<file path="src/hdl/sba_pkg.sv">
package sba_pkg;

    localparam int CLS_W   = 4;
    localparam int SIZE_W  = 16;
    localparam int SLOT_W  = 13;
    localparam int OFS_W   = 16;
    localparam int STAT_W  = 2;
    localparam int STAMP_W = 32;
    localparam int CAP_W   = 17;

    localparam logic [STAT_W-1:0] ST_OK        = 2'd0;
    localparam logic [STAT_W-1:0] ST_OVERSIZE  = 2'd1;
    localparam logic [STAT_W-1:0] ST_EXHAUSTED = 2'd2;
    localparam logic [STAT_W-1:0] ST_BAD_FREE  = 2'd3;

    localparam logic OP_ALLOC = 1'b0;
    localparam logic OP_FREE  = 1'b1;

    typedef struct packed {
        logic op;
        logic [SIZE_W-1:0] req_size;
        logic [3:0] free_slab;
        logic [SLOT_W-1:0] free_slot;
    } req_t;

    typedef struct packed {
        logic [STAT_W-1:0] status;
        logic [3:0] slab_index;
        logic [SLOT_W-1:0] slot_index;
        logic [CLS_W-1:0] size_class;
        logic [OFS_W-1:0] byte_offset;
        logic slab_released;
    } rsp_t;

    // commands from controller to datapath
    typedef struct packed {
        logic load;       // capture request, start
        logic class_step; // one class-size compare step, starts the divider on the final class
        logic div_step;
        logic scan_slab;  // inspect one slab for eligibility
        logic word_rd;    // issue bitmap word read
        logic word_chk;   // look at read data
        logic clr_step;   // clear one bitmap word on claim
        logic claim;
        logic commit;     // write slot bit, counters, build result
        logic fail;
    } cmd_t;

    // status from datapath to controller
    typedef struct packed {
        logic is_free;
        logic oversize;
        logic class_done;
        logic div_done;
        logic cap_zero;
        logic slab_last;
        logic slab_ok;    // scanned slab is live, of the class, not full
        logic have_best;
        logic have_free_slab;
        logic word_hit;
        logic word_end;
        logic clr_done;
        logic free_ok;
    } sts_t;

endpackage

</file>
<file path="src/hdl/sba_ctrl.sv">
module sba_ctrl (
    input  logic clk,
    input  logic rst_n,
    input  logic in_valid,
    output logic in_ready,
    output logic out_valid,
    input  logic out_ready,
    input  sba_pkg::sts_t sts,
    output sba_pkg::cmd_t cmd
);
    import sba_pkg::*;

    localparam logic [3:0] S_IDLE  = 4'd0;
    localparam logic [3:0] S_CLASS = 4'd1;
    localparam logic [3:0] S_DIV   = 4'd2;
    localparam logic [3:0] S_SCAN  = 4'd3;
    localparam logic [3:0] S_RD    = 4'd4;
    localparam logic [3:0] S_CHK   = 4'd5;
    localparam logic [3:0] S_PICK  = 4'd6;
    localparam logic [3:0] S_CLR   = 4'd7;
    localparam logic [3:0] S_FRD   = 4'd8;
    localparam logic [3:0] S_FCHK  = 4'd9;
    localparam logic [3:0] S_DONE  = 4'd10;
    localparam logic [3:0] S_WAIT  = 4'd11;
    localparam logic [3:0] S_ARD   = 4'd12;
    localparam logic [3:0] S_ACHK  = 4'd13;
    localparam logic [3:0] S_FDIV  = 4'd14;

    logic [3:0] state_reg, state_next;
    logic ov_reg, ov_next;

    assign in_ready = (state_reg == S_IDLE) && !ov_reg;
    assign out_valid = ov_reg;

    always_comb
    begin
        state_next = state_reg;
        ov_next = ov_reg && !out_ready;
        cmd = '0;
        unique case (state_reg)
            S_IDLE:
            begin
                if (in_valid && in_ready)
                begin
                    cmd.load = 1'b1;
                    state_next = S_CLASS;
                end
            end
            // walk classes; free uses the slab's class, handled in datapath by op
            S_CLASS:
            begin
                cmd.class_step = 1'b1;
                if (sts.is_free)
                    state_next = S_FDIV;
                else if (sts.oversize)
                begin
                    cmd.fail = 1'b1;
                    state_next = S_DONE;
                end
                else if (sts.class_done)
                    state_next = S_DIV;
            end
            S_DIV:
            begin
                cmd.div_step = 1'b1;
                if (sts.div_done)
                begin
                    cmd.div_step = 1'b0;
                    if (sts.cap_zero)
                    begin
                        cmd.fail = 1'b1;
                        state_next = S_DONE;
                    end
                    else
                        state_next = S_SCAN;
                end
            end
            S_FDIV:
            begin
                cmd.div_step = 1'b1;
                if (sts.div_done)
                begin
                    cmd.div_step = 1'b0;
                    state_next = S_FRD;
                end
            end
            // skip slabs that cannot serve the class, read words of the rest
            S_SCAN:
            begin
                if (sts.slab_last)
                    state_next = S_PICK;
                else
                begin
                    cmd.scan_slab = 1'b1;
                    if (sts.slab_ok)
                        state_next = S_RD;
                end
            end
            S_RD:
            begin
                cmd.word_rd = 1'b1;
                state_next = S_CHK;
            end
            S_CHK:
            begin
                cmd.word_chk = 1'b1;
                if (sts.word_hit || sts.word_end)
                    state_next = S_SCAN;
                else
                    state_next = S_RD;
            end
            S_PICK:
            begin
                if (sts.have_best)
                    state_next = S_ARD;
                else if (sts.have_free_slab)
                begin
                    cmd.claim = 1'b1;
                    state_next = S_CLR;
                end
                else
                begin
                    cmd.fail = 1'b1;
                    state_next = S_DONE;
                end
            end
            S_CLR:
            begin
                cmd.clr_step = 1'b1;
                if (sts.clr_done)
                    state_next = S_ARD;
            end
            S_ARD:
            begin
                cmd.word_rd = 1'b1;
                state_next = S_ACHK;
            end
            S_ACHK:
            begin
                if (sts.word_hit)
                begin
                    cmd.commit = 1'b1;
                    state_next = S_DONE;
                end
                else if (sts.word_end)
                begin
                    cmd.fail = 1'b1;
                    state_next = S_DONE;
                end
                else
                begin
                    cmd.word_chk = 1'b1;
                    state_next = S_ARD;
                end
            end
            S_FRD:
            begin
                cmd.word_rd = 1'b1;
                state_next = S_FCHK;
            end
            S_FCHK:
            begin
                if (sts.free_ok)
                    cmd.commit = 1'b1;
                else
                    cmd.fail = 1'b1;
                state_next = S_DONE;
            end
            S_DONE:
            begin
                ov_next = 1'b1;
                state_next = S_WAIT;
            end
            S_WAIT:
            begin
                if (!ov_reg)
                    state_next = S_IDLE;
            end
            default:
                state_next = S_IDLE;
        endcase
    end

    always_ff @(posedge clk or negedge rst_n)
    begin
        if (!rst_n)
        begin
            state_reg <= S_IDLE;
            ov_reg <= 1'b0;
        end
        else
        begin
            state_reg <= state_next;
            ov_reg <= ov_next;
        end
    end

endmodule

</file>
<file path="config.mk">
export PLATFORM = sky130hd
export DESIGN_NAME = sba_ctrl
export DESIGN_NICKNAME = d
export VERILOG_FILES = /design/src/hdl/sba_pkg.sv /design/src/hdl/sba_ctrl.sv
export SDC_FILE = /design/constraint.sdc
export NUM_CORES = 1
export LEC_CHECK = 0
export ABC_AREA = 1
export BUFFER_PORTS_ARGS = -buffer_cell sky130_fd_sc_hd__buf_2
export CAP_MARGIN = 10
export CORE_MARGIN = 5
export CORE_UTILIZATION = 30
export DETAILED_ROUTE_END_ITERATION = 8
export GPL_ROUTABILITY_DRIVEN = 0
export MAX_ROUTING_LAYER = met4
export PLACE_DENSITY_LB_ADDON = 0.2
export SYNTH_ARGS = -nofsm -noshare
export SYNTH_HDL_FRONTEND = slang
export SYNTH_SLANG_ARGS = --single-unit
export TNS_END_PERCENT = 100
</file>
<file path="constraint.sdc">
create_clock -name clk -period 1.49 [get_ports clk]
set_input_delay 0.149 -clock clk [delete_from_list [all_inputs] [get_ports clk]]
set_output_delay 0.149 -clock clk [all_outputs]
set_load 0.005 [all_outputs]
</file>
==> flow_summary.yaml, run 1 <==
global_routing:
  grt_pass1_wl_um: 4119
  antenna_found_initial: 0
  grt_usage_pct: 15.17
  grt_overflow: 0
  grt_pass1_vias: 1016
  grt_max_degree: 9
worst_hold_path:
  hold_path_startpoint: "out_ready"
  holdCritPathClass: "in -> reg"
  hold_path_depth: 2
  min_to: "out_valid"
worst_setup_path:
  crit_required_ns: 1.34
  crit_type: "reg -> out"
  max_stage_delay_ns: 0.48
  path_delay_family: "flip-flops"
  timing.rr.start: "state_reg[3]"
  rr_worst_depth: 10
  crit_path_max_fanout: 8
  crit_arrival_ns: 1.37
  r2r_slack_ns: 0.07
  path_cells: "inv_2, nor2_4, nand2_2, o22ai_1, nor2_1, nand2_1, buf_2"
  path_buf_inv: 2
  critPathLaunchType: "flip-flop"
  r2r-end: "state_reg[2]"
  critical-path-slowest-cell: "dfrtp_2"
  setup.worst_path.end_class: "primary output"
power:
  pwr-share-comb_pct: 77.6
  power.switching_mw: 1.154
  p_clk_share_pct: 6.6
  netSwitchingFraction_pct: 50.28
  intPower_mw: 1.142
  power_frac_seq_pct: 15.8
  peakVddDrop_mv: 1.115
  powerDensity_nw_per_um2: 1995
  report.power.total_mw: 2.296
  leakage_nw: 0.6917
sta:
  period_needed_ns: 1.521
  fmax_mhz: 657.4
  final.period_utilization_pct: 102.1
  layout_setup_ws_ns: -0.03124
  final_max_slew_viol_count: 0
  tightestPinTransition_ns: 0.2243
  setup-violations-final: 2
  slew_headroom_pct: 85.05
  hold_viol_final: 0
  grt_setup_unrepaired: "true"
  finalClockSkew_ns: 0.004159
floorplan:
  start_util_pct: 32.13
  core_region_area_um2: 2255
  io_pins: 29
  die_height_um: 59.14
  die_x_um: 59.14
  fp.dieArea_um2: 3498
  row_count: 17
synth:
  ys_types: 18
  yosysSeqAreaShare_pct: 17.27
  ys_seq_elements: 5
  synth_warnings: 0
  synthTopCellsByArea: "nand2_1 24%, dfrtp_1 17%, nand3_1 12%"
  syn_area_um2: 724.4
  syn_nets: 151
  yosysTopAreaCell: "nand2_1"
  netlist_instances: 134
  synth.top_cell.area_share_pct: 24.35
  syn_area_per_cell_um2: 5.406
cts:
  htreeDepth: 1
  ctsLongestPathBuffers: 2
  cts_made_buffers: 3
  clk_pin_slew_ns: 0.04
  clk_latency_ns: 0.24
  cts_tree: "yes"
  clock_sinks: 5
  clockRootBuffer: "clkbuf_4"
finish:
  layout.cells.non_filler: 213
  nNetsFinal: 203
  final_cell_mix: "43 x nand2_1, 28 x buf_2, 16 x nand3_1"
  drive_gt1_share_pct: 45.95
  antenna_cells: 0
  fillers: 238
  fin_area_um2: 1151
  area.growth.synth_to_final_pct: 58.89
  final_common_cell: "nand2_1"
  largest_reg_flops: 4
place:
  port_buffers: 28
  hpwlAfterDp_um: 1817
  place_area_um2: 922.1
  place_inst: 194
outcome:
  status: "finished with violations"
  violations: "setup timing"
detailed_routing:
  vias_per_cell: 4.836
  wl_per_cell_um: 11.09
  route.detailed.drc: 0
  drt_wl_total_um: 2362
  drtPass1Iterations: 4
  drtAntennaViolNets: 0
  drt-initial-drc-count: 26
  via_count: 1030
job:
  drv_cap: 0
==> layout make-up <==
class / count / area, um2 / area share, %
Multi-Input combinational cell: 107 / 561.8 / 48.80
Timing Repair Buffer: 49 / 319.1 / 27.72
Sequential cell: 5 / 128.9 / 11.20
Inverter: 20 / 80.08 / 6.957
Tap cell: 28 / 35.03 / 3.043
Clock buffer: 4 / 26.28 / 2.283
==> through the flow <==
stage	utilization (%)	setup slack [ns]	hold slack (ns)	TNS (ns)
6_report	51.05	-0.03124	0.1124	-0.04663
5_1_grt	51.05	-0.1339	0.1284	-0.5260
3_5_place_dp	40.90	0.07909	-0.03192	0
4_1_cts	48.61	-0.007277	0.1103	-0.007277
3_3_place_gp	40.90	0.1135	-0.03343	0
2_1_floorplan	-	0.2435	-0.1466	0
==> kinds of logic (layout without fill, tap and decap cells) <==
logic type             Yosys count  in the layout  share of synthesized area [%]
AOI/OAI and AO/OA                8              8                          6.735
and+or+nand+nor                 99             99                          62.52
buffers and inverters           22             73                          13.47
DFF                              5              5                          17.27
==> power by group through the flow <==
stage | logic, mW | clock network (mW) | registers [mW]
global placement | 1.30 | 0 | 0.325
CTS | 1.62 | 0.160 | 0.348
global route | 1.99 | 0.168 | 0.383
floorplan | 0.949 | 0 | 0.277
finish | 1.78 | 0.151 | 0.364
detailed placement | 1.29 | 0 | 0.331
==> worst max-delay path by stage <==
stage / start / to / slack, ns / cells after the start
2_1_floorplan: state_reg[2] / state_reg[3] / 0.24 / 7
3_3_place_gp: state_reg[2] / cmd[0] / 0.11 / 6
3_5_place_dp: state_reg[2] / cmd[0] / 0.08 / 7
4_1_cts: state_reg[0] / cmd[0] / -0.007 / 7
5_1_grt: state_reg[3] / cmd[0] / -0.13 / 7
6_report: state_reg[2] / cmd[0] / -0.03 / 7
==> worst register-to-register path, cell delays in order, from the launching register on <==
cell and delay [ns]:
dfrtp_2 0.47, inv_4 0.07, nor2_4 0.16, buf_4 0.16
nor2_4 0.03, nand2_2 0.07, inv_2 0.04, nor2_2 0.10
nand2_2 0.08, nand2_1 0.07, nand2_1 0.05
==> layer usage <==
layer	global-route usage [%]	wire (um)	vias to the layer above
li1	-	-	524
met5	-	0	-
met4	5.502	36	0
met2	26.50	1225	29
met1	17.98	996	471
met3	1.307	104	6
==> synth_stat cells (all sizes together) <==
master,n
nand2,51
nor2,27
inv,20
nand3,18
dfrtp,5
o21ai,3
a21oi,2
buf,2
nor3,2
o22ai,2
nand3b,1
o211ai,1
==> repair_timing <==
item,CTS,global route
hold endpoints to repair,5,0
hold buffers,1,0
resized for setup,15,15
buffers inserted,12,2
endpoints found under the setup margin,7,12
pin swaps,5,3
(Power assumes the default switching activity.)
==> inputs of run 2 (changes only) <==
--- a/config.mk
+++ b/config.mk
@@ -10,10 +10,12 @@
 export CAP_MARGIN = 10
 export CORE_MARGIN = 5
 export CORE_UTILIZATION = 30
+export CTS_BUF_LIST = sky130_fd_sc_hd__clkbuf_16
 export DETAILED_ROUTE_END_ITERATION = 8
 export GPL_ROUTABILITY_DRIVEN = 0
 export MAX_ROUTING_LAYER = met4
 export PLACE_DENSITY_LB_ADDON = 0.2
+export SKIP_CTS_REPAIR_TIMING = 1
 export SYNTH_ARGS = -nofsm -noshare
 export SYNTH_HDL_FRONTEND = slang
 export SYNTH_SLANG_ARGS = --single-unit
==> run 2 against run 1 <==
Net effect: the run still ends with setup timing left; clock skew shrank 0.0037 ns; maximum frequency shrank 1.1%; wire length shrank 3.5%; core utilization shrank 2.2 points; via count shrank 6.7%; register-to-register slack gained 0.07 ns; critical path depth is the same; first-iteration DRC count shrank 23%; worst setup slack lost 0.017 ns; sequential share of layout area grew 0.50 points.
==> flow_summary.yaml, run 2 (synthesis gave the netlist of run 1 again) <==
cts:
  cts_made_buffers: 3
  clk_latency_ns: 0.22
  clockRootBuffer: "clkbuf_16"
  ctsLongestPathBuffers: 2
  htreeDepth: 1
  cts_tree: "yes"
  clk_pin_slew_ns: 0.03
  clock_sinks: 5
detailed_routing:
  via_count: 961
  drt-initial-drc-count: 20
  drtAntennaViolNets: 0
  vias_per_cell: 4.734
  drt_wl_total_um: 2280
  wl_per_cell_um: 11.23
  route.detailed.drc: 0
  drtPass1Iterations: 4
finish:
  area.growth.synth_to_final_pct: 52.16
  final_cell_mix: "44 x nand2_1, 28 x buf_2, 16 x nand3_1"
  drive_gt1_share_pct: 41.71
  largest_reg_flops: 4
  nNetsFinal: 193
  fillers: 241
  multiInputGateArea_um2: 545.5
  seqCellArea_um2: 128.9
  final_common_cell: "nand2_1"
  fin_area_um2: 1102
  antenna_cells: 0
global_routing:
  grt_max_degree: 10
  antenna_found_initial: 0
  grt_overflow: 0
  grt_pass1_wl_um: 3760
  grt_pass1_vias: 917
  grt_usage_pct: 14.02
worst_setup_path:
  crit_type: "reg -> out"
  setup.worst_path.start: "state_reg[3]"
  crit_arrival_ns: 1.39
  critPathLaunchType: "flip-flop"
  timing.rr.start: "state_reg[0]"
  crit_required_ns: 1.34
  setup.worst_path.end_class: "primary output"
  crit_path_max_fanout: 7
  rr_worst_depth: 9
sta:
  slew_headroom_pct: 85.09
  final.period_utilization_pct: 103.2
  setup-violations-final: 1
  grt_setup_unrepaired: "true"
  period_needed_ns: 1.538
  tightestPinTransition_ns: 0.2231
  final_max_slew_viol_count: 0
  finalClockSkew_ns: 0.0004851
  hold_viol_final: 0
  tns_ns: -0.04827
  fmax_mhz: 650.1
  layout_setup_ws_ns: -0.04827
floorplan:
  die_height_um: 59.14
  start_util_pct: 32.13
  fp.dieArea_um2: 3498
  io_pins: 29
  row_count: 17
  core_region_area_um2: 2255
  die_x_um: 59.14
power:
  peakVddDrop_mv: 1.526
  leakage_nw: 0.6645
  powerDensity_nw_per_um2: 2047
worst_hold_path:
  hold_path_startpoint: "out_ready"
  holdCritPathClass: "in -> reg"
  hold_path_depth: 2
outcome:
  violations: "setup timing"
  status: "finished with violations"
place:
  hpwlAfterDp_um: 1817
  port_buffers: 28
  place_area_um2: 922.1
job:
  drv_cap: 0
run 2: layout make-up:
class,instances,area share (%)
sequential,5,11.69
inverter,20,7.264
clock buffer,3,6.810
tap,28,3.178
clock inverter,1,0.3405
multi-input combinational,107,49.49
timing repair buffer,39,21.23
run 2: worst paths after layout:
path | to | slack, ns
hold reg to reg | state_reg[0] | 0.57
setup / recovery | cmd[0] | -0.05
max in group asynchronous | state_reg[2] | 1.09
setup reg to reg | state_reg[1] | 0.14
min in group asynchronous | state_reg[0] | 0.26
hold / removal | out_valid | 0.12
run 2: layer usage:
metal / vias up / global-route usage, % / share of wire, %
met4: 0 / 5.825 / 1.4
li1: 502 / - / -
met5: - / - / 0
met2: 30 / 22.71 / 51
met1: 425 / 17.46 / 42
met3: 4 / 1.743 / 5.4
run 2: report_power, final:
group          switching [mW]  internal (mW)  total [mW]
registers               0.140          0.219       0.358
logic                   0.862          0.605        1.47
clock network          0.0830          0.347       0.430
total                    1.08           1.17        2.26
run 2: metrics by stage:
| step | setup WS, ns | total power, mW | hold slack (ns) | std cells | util, % |
|---|---|---|---|---|---|
| after global placement | 0.1135 | 1.628 | -0.03343 | 194 | 40.90 |
| after floorplan | 0.2435 | 1.226 | -0.1466 | 134 | - |
| final | -0.04827 | 2.256 | 0.1221 | 203 | 48.89 |
| after CTS | -0.1596 | 2.063 | -0.2698 | 198 | 44.40 |
| after global routing | -0.1528 | 2.492 | 0.1475 | 203 | 48.89 |
| after detailed placement | 0.07909 | 1.621 | -0.03192 | 194 | 40.90 |
run 2: worst max-delay path, cell delays in order (launching register included):
cell     delay [ns]
dfrtp_2        0.44
inv_4          0.07
nor2_4         0.22
nand2_2        0.09
o21ai_2        0.13
nor2_1         0.05
nand2_1        0.05
buf_2          0.10
